### src/hdl/bdme_pkg.sv
// Package: beat types, per-button state type and message codes for the button debounce block.
package bdme_pkg;

  // Input beat: one raw sample of one button plus that button's settings.
  typedef struct packed {
    logic [5:0] button_id;
    logic       raw_level;
    logic       debounce_enable;
    logic [1:0] button_mode;
    logic [3:0] message_kind;
    logic [6:0] note_number;
    logic [3:0] midi_channel;
    logic [6:0] on_velocity;
  } in_t;

  // Result beat: one MIDI event.
  typedef struct packed {
    logic [2:0] event_kind;
    logic [6:0] data_first;
    logic [6:0] data_second;
    logic [3:0] out_channel;
  } out_t;

  // Per-button state word held in the state memory.
  typedef struct packed {
    logic [2:0] hist;
    logic       last;
    logic       pressed;
  } btn_state_t;

  // Button types
  localparam logic [1:0] MODE_MOMENTARY = 2'd0;
  localparam logic [1:0] MODE_LATCHING  = 2'd1;

  // Message kinds
  localparam logic [3:0] MK_NOTE       = 4'd0;
  localparam logic [3:0] MK_PROGRAM    = 4'd1;
  localparam logic [3:0] MK_CC         = 4'd2;
  localparam logic [3:0] MK_CC_RESET   = 4'd3;
  localparam logic [3:0] MK_MMC_PLAY   = 4'd4;
  localparam logic [3:0] MK_MMC_STOP   = 4'd5;
  localparam logic [3:0] MK_MMC_PAUSE  = 4'd6;
  localparam logic [3:0] MK_MMC_RECORD = 4'd7;
  localparam logic [3:0] MK_RT_FIRST   = 4'd8;
  localparam logic [3:0] MK_RT_LAST    = 4'd13;

  // Event kinds
  localparam logic [2:0] EV_NOTE_ON  = 3'd0;
  localparam logic [2:0] EV_NOTE_OFF = 3'd1;
  localparam logic [2:0] EV_PROGRAM  = 3'd2;
  localparam logic [2:0] EV_CC       = 3'd3;
  localparam logic [2:0] EV_MMC      = 3'd4;
  localparam logic [2:0] EV_REALTIME = 3'd5;

  // MMC command bytes
  localparam logic [6:0] MMC_PLAY       = 7'h02;
  localparam logic [6:0] MMC_STOP       = 7'h01;
  localparam logic [6:0] MMC_PAUSE      = 7'h09;
  localparam logic [6:0] MMC_RECORD_ON  = 7'h06;
  localparam logic [6:0] MMC_RECORD_OFF = 7'h07;

  localparam logic [2:0] HIST_ALL_ONE = 3'b111;

endpackage

### src/hdl/bdme_core.sv
// Event logic: debounce, type override and momentary/latching handling for one sample.
module bdme_core (
  input  bdme_pkg::in_t        item,
  input  bdme_pkg::btn_state_t cur,
  output bdme_pkg::btn_state_t nxt,
  output logic                 res_vld,
  output bdme_pkg::out_t       res
);
  import bdme_pkg::*;

  logic [2:0] hist_shift;
  logic       accepted;
  logic [1:0] mode;
  logic       level;
  logic [3:0] kind;

  always_comb begin
    level      = item.raw_level;
    kind       = item.message_kind;
    hist_shift = {cur.hist[1:0], level};
    nxt        = cur;
    res_vld    = 1'b0;
    res        = '0;
    accepted   = 1'b1;

    if (item.debounce_enable) begin
      nxt.hist = hist_shift;
      accepted = (hist_shift == 3'b000) || (hist_shift == HIST_ALL_ONE);
    end

    case (kind) inside
      MK_MMC_RECORD:                                     mode = MODE_LATCHING;
      MK_PROGRAM, MK_CC, [MK_MMC_PLAY:MK_MMC_PAUSE],
      [MK_RT_FIRST:MK_RT_LAST]:                          mode = MODE_MOMENTARY;
      default:                                           mode = item.button_mode;
    endcase

    if (accepted) begin
      nxt.last = level;
      if (mode == MODE_MOMENTARY) begin
        if (level && !cur.pressed) begin
          nxt.pressed = 1'b1;
          res_vld     = 1'b1;
          res.data_first  = item.note_number;
          res.out_channel = item.midi_channel;
          case (kind) inside
            MK_NOTE: begin
              res.event_kind  = EV_NOTE_ON;
              res.data_second = item.on_velocity;
            end
            MK_PROGRAM: res.event_kind = EV_PROGRAM;
            MK_CC, MK_CC_RESET: begin
              res.event_kind  = EV_CC;
              res.data_second = item.on_velocity;
            end
            MK_MMC_PLAY, MK_MMC_STOP, MK_MMC_PAUSE: begin
              res.event_kind  = EV_MMC;
              res.out_channel = '0;
              res.data_second = (kind == MK_MMC_PLAY) ? MMC_PLAY :
                                (kind == MK_MMC_STOP) ? MMC_STOP : MMC_PAUSE;
            end
            [MK_RT_FIRST:MK_RT_LAST]: begin
              // realtime code is kind - 8, i.e. the low three bits
              res.event_kind  = EV_REALTIME;
              res.data_first  = {4'd0, kind[2:0]};
              res.out_channel = '0;
            end
            default: res_vld = 1'b0;
          endcase
        end else if (!level && cur.pressed) begin
          nxt.pressed     = 1'b0;
          res.data_first  = item.note_number;
          res.out_channel = item.midi_channel;
          if (kind == MK_NOTE) begin
            res_vld        = 1'b1;
            res.event_kind = EV_NOTE_OFF;
          end else if (kind == MK_CC_RESET) begin
            res_vld        = 1'b1;
            res.event_kind = EV_CC;
          end
        end
      end else if (mode == MODE_LATCHING) begin
        if (level && !cur.last) begin
          nxt.pressed     = !cur.pressed;
          res.data_first  = item.note_number;
          res.out_channel = item.midi_channel;
          case (kind)
            MK_NOTE: begin
              res_vld         = 1'b1;
              res.event_kind  = cur.pressed ? EV_NOTE_OFF : EV_NOTE_ON;
              res.data_second = cur.pressed ? 7'd0 : item.on_velocity;
            end
            MK_CC_RESET: begin
              res_vld         = 1'b1;
              res.event_kind  = EV_CC;
              res.data_second = cur.pressed ? 7'd0 : item.on_velocity;
            end
            MK_MMC_RECORD: begin
              res_vld         = 1'b1;
              res.event_kind  = EV_MMC;
              res.out_channel = '0;
              res.data_second = cur.pressed ? MMC_RECORD_OFF : MMC_RECORD_ON;
            end
            default: res_vld = 1'b0;
          endcase
        end
      end
    end
  end

endmodule

### src/hdl/button_debounce_midi_event.sv
// Top level: per-button debounce and MIDI event generator with state memory.
//
// Input channel (in_valid/in_ready/in_data) takes one raw sample of one button
// per beat, with that button's type, message kind, number, channel and
// velocity. The result channel (out_valid/out_ready/out_data) carries zero or
// one MIDI event per input beat, in input order.
//
// Pipeline: a beat is accepted into an input register while the button's state
// word is read from memory; the event logic then runs on that register and the
// event lands in the output register. Throughput is one beat per cycle while the
// output is not stalled, also on repeated samples of the same button: a state
// word written back in the cycle a new beat is read is forwarded to it.
//
// Reset clears the pipeline and output valids and the per-button valid bits;
// a button whose state was never written reads as all zero. When the receiver
// stalls, the output register holds and the input stage stops once its beat
// has an event waiting; beats that make no event still pass through.
module button_debounce_midi_event #(
  parameter int BUTTON_COUNT = 64
) (
  input  logic           clk,
  input  logic           rst_n,
  input  logic           in_valid,
  output logic           in_ready,
  input  bdme_pkg::in_t  in_data,
  output logic           out_valid,
  input  logic           out_ready,
  output bdme_pkg::out_t out_data
);
  import bdme_pkg::*;

  localparam int IDX_W = (BUTTON_COUNT > 1) ? $clog2(BUTTON_COUNT) : 1;
  localparam logic [8:0] CNT_LIM = 9'(BUTTON_COUNT);

  btn_state_t mem [BUTTON_COUNT];
  logic [BUTTON_COUNT-1:0] btn_vld_r;

  logic             in_fire;
  logic [IDX_W-1:0] in_addr;
  logic             in_range;

  logic             s1_vld_r;
  in_t              s1_item_r;
  logic [IDX_W-1:0] s1_addr_r;
  logic             s1_inr_r;
  btn_state_t       mem_q_r;
  logic             vld_q_r;
  logic             fwd_r;
  btn_state_t       fwd_dat_r;

  btn_state_t cur_state;
  btn_state_t nxt_state;
  logic       res_vld;
  out_t       res;

  logic       out_vld_r;
  out_t       out_data_r;

  logic s1_go;
  logic wr_en;

  assign in_addr  = IDX_W'(in_data.button_id);
  assign in_range = {3'b000, in_data.button_id} < CNT_LIM;

  assign cur_state = fwd_r ? fwd_dat_r : (vld_q_r ? mem_q_r : '0);

  bdme_core u_core (
    .item    (s1_item_r),
    .cur     (cur_state),
    .nxt     (nxt_state),
    .res_vld (res_vld),
    .res     (res)
  );

  // stage 1 retires when its event, if any, has room in the output register
  assign s1_go    = s1_vld_r && (!out_vld_r || out_ready || !(res_vld && s1_inr_r));
  assign in_ready = !s1_vld_r || s1_go;
  assign in_fire  = in_valid && in_ready;
  assign wr_en    = s1_go && s1_inr_r;

  always_ff @(posedge clk) begin
    if (wr_en) begin
      mem[s1_addr_r] <= nxt_state;
    end
    if (in_fire) begin
      mem_q_r   <= mem[in_addr];
      vld_q_r   <= btn_vld_r[in_addr];
      fwd_r     <= wr_en && (s1_addr_r == in_addr);
      fwd_dat_r <= nxt_state;
      s1_item_r <= in_data;
      s1_addr_r <= in_addr;
      s1_inr_r  <= in_range;
    end
    if (s1_go && res_vld && s1_inr_r) begin
      out_data_r <= res;
    end
  end

  always_ff @(posedge clk) begin
    if (!rst_n) begin
      s1_vld_r  <= 1'b0;
      out_vld_r <= 1'b0;
      btn_vld_r <= '0;
    end else begin
      if (in_ready) begin
        s1_vld_r <= in_valid;
      end
      if (s1_go && res_vld && s1_inr_r) begin
        out_vld_r <= 1'b1;
      end else if (out_ready) begin
        out_vld_r <= 1'b0;
      end
      if (wr_en) begin
        btn_vld_r[s1_addr_r] <= 1'b1;
      end
    end
  end

  assign out_valid = out_vld_r;
  assign out_data  = out_data_r;

endmodule

### config.mk
export PLATFORM = sky130hd
export DESIGN_NAME = button_debounce_midi_event
export DESIGN_NICKNAME = d
export VERILOG_FILES = /design/src/hdl/bdme_pkg.sv /design/src/hdl/bdme_core.sv /design/src/hdl/button_debounce_midi_event.sv
export SDC_FILE = /design/constraint.sdc
export NUM_CORES = 1
export LEC_CHECK = 0
export BUFFER_PORTS_ARGS = -buffer_cell sky130_fd_sc_hd__buf_2
export CAP_MARGIN = 20
export CORE_MARGIN = 8
export CORE_UTILIZATION = 55
export CTS_BUF_LIST = sky130_fd_sc_hd__clkbuf_8 sky130_fd_sc_hd__clkbuf_16
export CTS_CLUSTER_SIZE = 28
export DETAILED_ROUTE_END_ITERATION = 6
export PLACE_DENSITY = 0.72
export REMOVE_ABC_BUFFERS = 1
export SYNTH_ARGS = -nofsm -noshare
export SYNTH_HDL_FRONTEND = slang
export SYNTH_SLANG_ARGS = --single-unit
### constraint.sdc
create_clock -name clk -period 4.05 [get_ports clk]
set_input_delay 0.405 -clock clk [delete_from_list [all_inputs] [get_ports clk]]
set_output_delay 0.405 -clock clk [all_outputs]
set_load 0.005 [all_outputs]
==> results.toml, run 1 <==
[routing]
wl_per_cell_um = 24.5
drt-met1-wl_um = 14000
wirelength_um = 34200
ant_nets = 0
drc = 3
dr_wl_met3_um = 2190
highest_layer = "met4"
viasPerCell = 6.26
dr.pass1.iters = 7
drt_iter0_markers = 907
met2WireLength_um = 17300
vias = 8731

[sta]
fin_crit_sh_pct = 87.7
tightest_slew_ps = 1110
hold_viol_final = 0
setup_viol = 0
rsz0062_at_grt = "no"
period_minus_slack_ps = 3550
relSlewSlack_pct = 25.9
worst_slack_ps = 496
finalMaxSlewViolations = 0
skew_ps = 12.7
timing.fmax_ghz = 0.281

[synthesis]
synthAdderAreaFrac_pct = 0
yosys_warnings = 0
muxShareOfSynthArea_pct = 14.4
ys_seq_area_share_pct = 69.3
synth_edf_count = 319
synth.distinct_cells = 56
syn_avg_cell_area_um2 = 17.1
synth_compound_area_share_pct = 7.06
syn-instance-count = 921
synthFlopType = "edfxtp_1"
yosys.area_share.simple_pct = 6.70
ys_ff_latch = 385
async_flop_share_pct = 0
synthesis.area_um2 = 15700
synth_top_family_by_area = "multiplexers"
synth-xor-area-share_pct = 0.390

[grt]
grt_pass1_wl_um = 52600
gr-total-overflow = 0
grt_max_degree = 67
grt_pass1_vias = 8692
grt_antenna_before_repair = 1
track_usage_pct = 20.4

[status]
status = "finished, violations left"
violations = "DRC"

[clock_network]
root_buffer = "clkbuf_16"
cts_hold_buf = 0
cts_num_sinks = 385
clkTransAtPathRegs_ps = 60
cts-resized-gates = 0
post-cts-setup-buffer-count = 0
cts_made_buffers = 39
cts_max_level = 2
clockBufferDepth = 3
cts_tree = "done"
clkLatencyLatePin_ps = 530

[power_and_ir_drop]
peakVddDrop_uv = 317
p_clk_share_pct = 39.9
power_frac_seq_pct = 53.6
p_comb_share_pct = 6.5
powerDensity_nw_per_um2 = 466
p_switching_mw = 1.81
swShare_pct = 21.9
static-leakage-power_nw = 5.76
internal_power_mw = 6.43

[floorplan]
row_count = 62
core_region_area_um2 = 28500
die_area_um2 = 34300
die_w_um = 185
fp.dieH_um = 185
start_util_pct = 55.3
io_pins = 59

[placement]
dp_hpwl_um = 21400
place_ws_ps = 714
port_buffers = 58
globalplace.congestion = 0.879

[worst_setup_path]
reg2regPathDepth = 7
cp_slowest_cell = "edfxtp_1"
critical_path_class = "register to output port"
start_kind = "register"
cp.arrival_ps = 3150
crit_cells = 7
crit_buf_inv = 2
cp-end-kind = "output port"
cp_data_required_time_ps = 3640
worstPathCellList = "nor2_1 > a32oi_1 > a21oi_2 > a31oi_2 > nor3_1 > inv_1 > buf_2"
cpLargestDelayFamily = "compound AO/OA/AOI/OAI gates"
max_stage_delay_ps = 620
cp_max_fo = 18

[worst_hold_path]
worstHoldPathCells = 1
min_path_type = "input port to register"

[finish]
postLayoutCoreUtil_pct = 62.2
final_cell_mix = "edfxtp_1, mux4_2, nor2_1"
areaGrowthSynthToFinish_pct = 12.4
final_common_cell = "edfxtp_1"
fill_cells = 2034
fin_nets = 1014
drive_gt1_share_pct = 24.5

[run]
cap_violations = 0
## worst reg2reg max path, delay by kind of cell (launching register included)
| kind | cells | cell delay (ps) |
|---|---|---|
| AO/OA/AOI/OAI | 3 | 900 |
| buffers and inverters | 1 | 190 |
| flip-flops | 1 | 550 |
| AND/OR/NAND/NOR | 3 | 1390 |
## metrics by stage
stage	cell area [µm²]	power [mW]	hold slack (ps)	setup TNS (ps)	cells
2_1_floorplan	15400	4.78	437	-2450	855
3_3_place_gp	16500	5.02	442	0	1321
3_5_place_dp	16500	5.04	448	0	1321
4_1_cts	17700	8.29	34.5	0	1393
5_1_grt	17700	8.48	36.5	0	1394
6_report	17700	8.24	53.2	0	1394
## power by group through the flow
stage | Sequential (mW) | Clock, mW | Combinational, mW
after detailed placement | 4.50 | 0 | 0.538
after CTS | 4.41 | 3.34 | 0.540
after floorplan | 4.50 | 0 | 0.278
after global placement | 4.50 | 0 | 0.528
final | 4.41 | 3.29 | 0.536
after global routing | 4.42 | 3.49 | 0.576
## final timing paths
check	from	end	slack (ps)
max	s1_item_r[20]	in_ready	500
min	in_data[16]	s1_item_r[16]	50
max reg2reg	s1_item_r[18]	mem[49][3]	660
min reg2reg	btn_vld_r[59]	btn_vld_r[59]	460
## sequential cells by signal (all words and copies together) (netlist names)
| register | flops |
|---|---|
| btn_vld_r | 64 |
| fwd_dat_r | 4 |
| fwd_r | 1 |
| mem | 256 |
| mem_q_r | 4 |
| out_data | 21 |
| out_valid | 1 |
| s1_addr_r | 6 |
| s1_item_r | 26 |
| s1_vld_r | 1 |
| vld_q_r | 1 |
## area by class of cell
class | instances | area (µm²) | area share (%)
clock buffer | 44 | 1060 | 5.97
sequential | 385 | 10900 | 61.6
antenna | 1 | 2.50 | 0.0141
timing repair buffer | 82 | 526 | 2.97
tap | 384 | 480 | 2.71
inverter | 11 | 41.3 | 0.233
clock inverter | 28 | 126 | 0.714
multi-input combinational | 459 | 4560 | 25.8
## synthesized netlist by cell type (6+ instances only)
library cell / count / area share (%)
edfxtp_1: 319 / 61
mux4_2: 100 / 14
nor2_1: 75 / 1.8
dfxtp_1: 66 / 8.4
a32o_1: 65 / 4.1
nand2_1: 51 / 1.2
clkbuf_1: 36 / 0.86
nand3_1: 21 / 0.67
nor3_1: 19 / 0.60
a21oi_1: 15 / 0.48
buf_1: 12 / 0.29
buf_2: 12 / 0.38
inv_1: 11 / 0.26
nor2b_1: 10 / 0.40
o21ai_0: 10 / 0.32
and2_1: 9 / 0.36
a22oi_1: 7 / 0.33
buf_6: 6 / 0.43
nand2b_1: 6 / 0.24
## layer usage
metal / track usage, % / vias to the layer above
li1: - / 3860
met1: 28.3 / 4469
met2: 33.7 / 346
met3: 2.73 / 56
met4: 5.57 / 0
met5: 0 / -
## cells by family after synthesis
family	after synthesis
AOI/OAI and AO/OA	130
xor gates and xnor gates	7
buffers and inverters	77
DFF	385
muxes	101
and+or+nand+nor	221
No activity file was read; power rests on OpenSTA's default activity.
==> inputs of run 2 (changes only) <==
Settings changed: CORE_ASPECT_RATIO from default to 0.9.
==> run 2 against run 1 <==
  * Critical endpoint unchanged
  * Largest power group unchanged
  * Via count up 2.4%
  * Critical path depth unchanged
  * Utilization up 1.0 points
  * Clock power up 3%
  * Flip-flop and latch count unchanged
  * Critical path type unchanged
  * Largest cell class unchanged
  * Highest routed layer unchanged
  * The run now ends clean
==> results.toml, run 2 (same netlist as run 1, synthesis figures left out) <==
[floorplan]
die_area_um2 = 34300
io_pins = 59
fp.dieH_um = 176
start_util_pct = 56.0
die_w_um = 194
core_region_area_um2 = 28100
row_count = 58

[sta]
relSlewSlack_pct = 20.4
hold_viol_final = 0
period_minus_slack_ps = 3670
rsz0062_at_grt = "no"
fin_crit_sh_pct = 90.6
tightest_slew_ps = 1190
final.setup.tns_ps = 0
finalMaxSlewViolations = 0
setup_viol = 0
timing.fmax_ghz = 0.272
skew_ps = 17.8

[finish]
fin_cells = 1369
drive_gt1_share_pct = 25.5
final_common_cell = "edfxtp_1"
areaGrowthSynthToFinish_pct = 12.8
final_cell_area_um2 = 17700
fill_cells = 1961
final_cell_mix = "edfxtp_1, mux4_2, nor2_1"
fin_nets = 1017
largestRegisters = "mem (256), btn_vld_r (64), s1_item_r (26)"
largest-register = "mem"
num_antenna_cells = 0
postLayoutCoreUtil_pct = 63.2
largest_reg_flops = 256

[routing]
drt_iter0_markers = 1014
wl_per_cell_um = 25.2
wirelength_um = 34500
drc = 0
dr.pass1.iters = 5
ant_nets = 0
viasPerCell = 6.53
vias = 8937

[power_and_ir_drop]
p_clk_share_pct = 40.5
p_comb_share_pct = 6.6
power_frac_seq_pct = 52.9
peakVddDrop_uv = 337
swShare_pct = 21.8
static-leakage-power_nw = 5.78
powerDensity_nw_per_um2 = 470
internal_power_mw = 6.53
p_switching_mw = 1.82

[grt]
gr-total-overflow = 0
track_usage_pct = 20.1
met3_usage_pct = 3.20
grt_util_met1_pct = 28.9
grt_antenna_before_repair = 0
grt.busiest_layer = "met2"
grt.met2_usage_pct = 32.2
grt_pass1_wl_um = 53800
grt_pass1_vias = 8916
grt_max_degree = 67

[clock_network]
cts-resized-gates = 0
cts_num_sinks = 385
post-cts-setup-buffer-count = 0
cts_tree = "done"
root_buffer = "clkbuf_16"
cts_made_buffers = 38
clkTransAtPathRegs_ps = 60
cts_hold_buf = 0
clockBufferDepth = 3
cts_max_level = 2
clkLatencyLatePin_ps = 530

[worst_hold_path]
min_path_type = "input port to register"

[status]
status = "finished clean"

[run]
cap_violations = 0

[worst_setup_path]
cp_data_required_time_ps = 3640
critical_path_class = "register to output port"
start_kind = "register"
cp_max_fo = 18
max_stage_delay_ps = 620
worstPathCellList = "nor2_1 > a32oi_1 > a21oi_2 > a31oi_2 > nor3_1 > inv_1 > buf_2"
cp-end-kind = "output port"
cp_slowest_cell = "edfxtp_1"
cp.arrival_ps = 3270

[placement]
globalplace.congestion = 0.885
dp_hpwl_um = 21900
port_buffers = 58
dp.cells = 1300
placed_cell_area_um2 = 16500
run 2: changes by cell type in the layout (fill, tap and decap cells not counted), sizes merged:
cell      change
inv          -11
clkbuf        -1
diode         -1
buf           +4
bufinv        +2
clkinv        +7
clkinvlp      -1
run 2: power groups by stage:
stage | clock, mW | sequential [mW] | combinational, mW
floorplan | 0 | 4.50 | 0.278
finish | 3.38 | 4.42 | 0.548
global placement | 0 | 4.50 | 0.537
detailed placement | 0 | 4.50 | 0.543
global route | 3.58 | 4.42 | 0.587
CTS | 3.43 | 4.42 | 0.545
run 2: path summary, 6_finish.rpt:
check	start	slack [ps]	endpoint	cells past startpoint
worst max-delay path	s1_item_r[20]	380	in_ready	7
worst min register to register	btn_vld_r[62]	460	btn_vld_r[62]	1
worst max register to register	s1_item_r[20]	640	mem[55][2]	7
worst min-delay path	in_data[17]	60	s1_item_r[17]	1
run 2: area by class of cell:
| class | count | area [µm²] | area share (%) |
|---|---|---|---|
| Sequential cell | 385 | 10900 | 61.4 |
| Inverter | 11 | 41.3 | 0.233 |
| Timing Repair Buffer | 86 | 568 | 3.20 |
| Clock buffer | 43 | 1030 | 5.81 |
| Tap cell | 360 | 450 | 2.54 |
| Clock inverter | 25 | 178 | 1.00 |
| Multi-Input combinational cell | 459 | 4580 | 25.8 |
run 2: routing by layer:
metal	vias to the layer above	routed length, µm
met2	422	16400
li1	3880	-
met3	54	2790
met1	4581	14700
met5	-	0
met4	0	643
run 2: worst max-delay path: cells and delay by family (launching register included):
kind / cells / cell delay, ps
AOI/OAI and AO/OA: 3 / 980
and+or+nand+nor: 2 / 920
DFF: 1 / 620
buffers and inverters: 2 / 240
run 2: per-stage QoR:
step / power [mW] / setup slack [ps] / hold WS, ps
after floorplan: 4.78 / -58.3 / 437
after global placement: 5.04 / 385 / 442
after detailed placement: 5.04 / 695 / 452
after CTS: 8.39 / 458 / 47.6
after global routing: 8.58 / 165 / 47.2
final: 8.35 / 379 / 61.3
==> inputs of run 3 (changes only) <==
Settings changed: CELL_PAD_IN_SITES_DETAIL_PLACEMENT from default to 1, CELL_PAD_IN_SITES_GLOBAL_PLACEMENT from default to 1, CORE_UTILIZATION 55 to 48.
==> run 3 against run 2 <==
  * Worst hold slack lost 18 ps
  * Global-route usage is essentially flat
  * Via count decreased by 0.76%
  * Clock skew shrank 1.8 ps
  * Register-to-register slack gained 60 ps
  * Cell count is 4.2% higher
  * Critical path depth did not move
  * Fmax grew 5.6%
  * Worst setup slack better by 190 ps
  * Sequential share of layout area fell by 0.30 points
  * Critical path type unchanged
==> results.toml, run 3 (same netlist as run 1, synthesis figures left out) <==
[finish]
postLayoutCoreUtil_pct = 54.7
fin_cells = 1427
drive_gt1_share_pct = 24.8
largest-register = "mem"
final_cell_area_um2 = 17800
final_cell_mix = "edfxtp_1, mux4_2, nor2_1"
num_antenna_cells = 0
largest_reg_flops = 256
areaGrowthSynthToFinish_pct = 13.3
largestRegisters = "mem (256), btn_vld_r (64), s1_item_r (26)"
final_common_cell = "edfxtp_1"
fin_nets = 1014

[floorplan]
core_region_area_um2 = 32600
row_count = 63
start_util_pct = 48.2
fp.dieH_um = 188
io_pins = 59
die_w_um = 207
die_area_um2 = 38800

[grt]
grt_pass1_wl_um = 59100
grt_antenna_before_repair = 0
track_usage_pct = 20.2
gr-total-overflow = 0
grt_pass1_vias = 9269
grt_max_degree = 66

[sta]
skew_ps = 16.1
relSlewSlack_pct = 31.7
timing.fmax_ghz = 0.288
fin_crit_sh_pct = 85.8
finalMaxSlewViolations = 0
tightest_slew_ps = 1020
setup_viol = 0
period_minus_slack_ps = 3480
rsz0062_at_grt = "no"
hold_viol_final = 0

[routing]
wirelength_um = 38500
ant_nets = 0
drc = 0
vias = 8869
wl_per_cell_um = 27.0
dr.pass1.iters = 5
viasPerCell = 6.22
drt_iter0_markers = 890

[worst_setup_path]
crit_end = "in_ready"
cpLargestDelayFamily = "compound AO/OA/AOI/OAI gates"
reg2regPathDepth = 7
cp_max_fo = 18
startpoint = "s1_item_r[20]"
cp-end-kind = "output port"
cp_data_required_time_ps = 3640
r2r_end = "mem[12][0]"
path_common_cell = "nor3_1"
start_kind = "register"
cp.arrival_ps = 3070
regToRegSetupSlack_ps = 700
crit_buf_inv = 2
crit_cells = 7
max_stage_delay_ps = 630
cp_slowest_cell = "edfxtp_1"
critical_path_class = "register to output port"
worstPathCellList = "nor3_1 > o22ai_1 > a21oi_1 > a31oi_2 > nor3_1 > inv_1 > buf_2"
r2r_start = "s1_item_r[20]"

[clock_network]
clockBufferDepth = 3
root_buffer = "clkbuf_16"
cts_made_buffers = 40
cts_max_level = 2
cts_hold_buf = 0
cts_tree = "done"
cts-resized-gates = 0
post-cts-setup-buffer-count = 0
cts_num_sinks = 385
clkLatencyLatePin_ps = 540
clkTransAtPathRegs_ps = 60

[worst_hold_path]
min_path_type = "input port to register"
worstHoldPathCells = 1

[power_and_ir_drop]
total_power_mw = 8.53
static-leakage-power_nw = 5.76
peakVddDrop_uv = 457
powerDensity_nw_per_um2 = 478

[placement]
globalplace.congestion = 0.854
port_buffers = 58
placed_cell_area_um2 = 16600
dp_hpwl_um = 23800
dp.cells = 1358

[status]
status = "finished clean"

[run]
cap_violations = 0
## run 3: changes by cell type in the layout (fill, tap and decap cells not counted), moves of 2 or more
cell	change
bufinv_16	+2
clkinvlp_4	+3
inv_1	+2
clkbuf_16	+2
inv_6	-2
clkinv_2	-4
buf_4	-5
clkbuf_8	-4
clkinv_1	+3
## run 3: layout make-up
cell class                      count  area (µm²)
Clock buffer                       41        1030
Clock inverter                     28         225
Fill cell                        2995       14800
Inverter                           11        41.3
Multi-Input combinational cell    459        4580
Sequential cell                   385       10900
Tap cell                          422         528
Timing Repair Buffer               81         531
## run 3: power by group
part           internal, mW  switching, mW
combinational         0.189          0.367
clock                  2.08           1.47
sequential             4.38         0.0387
## run 3: per-stage QoR
stage | setup TNS (ps) | hold slack (ps) | setup WS [ps]
after global routing | 0 | 25.4 | 344
final | 0 | 43.6 | 574
after detailed placement | 0 | 454 | 732
after global placement | 0 | 443 | 915
after CTS | 0 | 20.8 | 588
after floorplan | -2450 | 437 | -58.3
## run 3: per-layer routing
metal	up-vias	share of wire (%)	routed length, µm	track usage [%]
met5	-	0	0	0
met4	0	2.6	999	6.26
met3	74	6.4	2460	4.21
met2	305	48	18500	31.5
met1	4631	43	16500	28.2
li1	3859	-	-	-
## run 3: worst register-to-register path, stage by stage, from the launching register on
cell and delay [ps]:
edfxtp_1 710, nor2_1 170, a32oi_1 260, a21oi_2 70, buf_4 180, a31oi_2 540, o31ai_4 300, nor4_1 740
## run 3: worst min path at each step
stage | endpoint | start
3_3_place_gp | btn_vld_r[29] | btn_vld_r[29]
2_1_floorplan | btn_vld_r[10] | btn_vld_r[10]
5_1_grt | s1_item_r[21] | in_data[21]
4_1_cts | s1_item_r[17] | in_data[17]
6_report | s1_item_r[20] | in_data[20]
3_5_place_dp | btn_vld_r[55] | btn_vld_r[55]
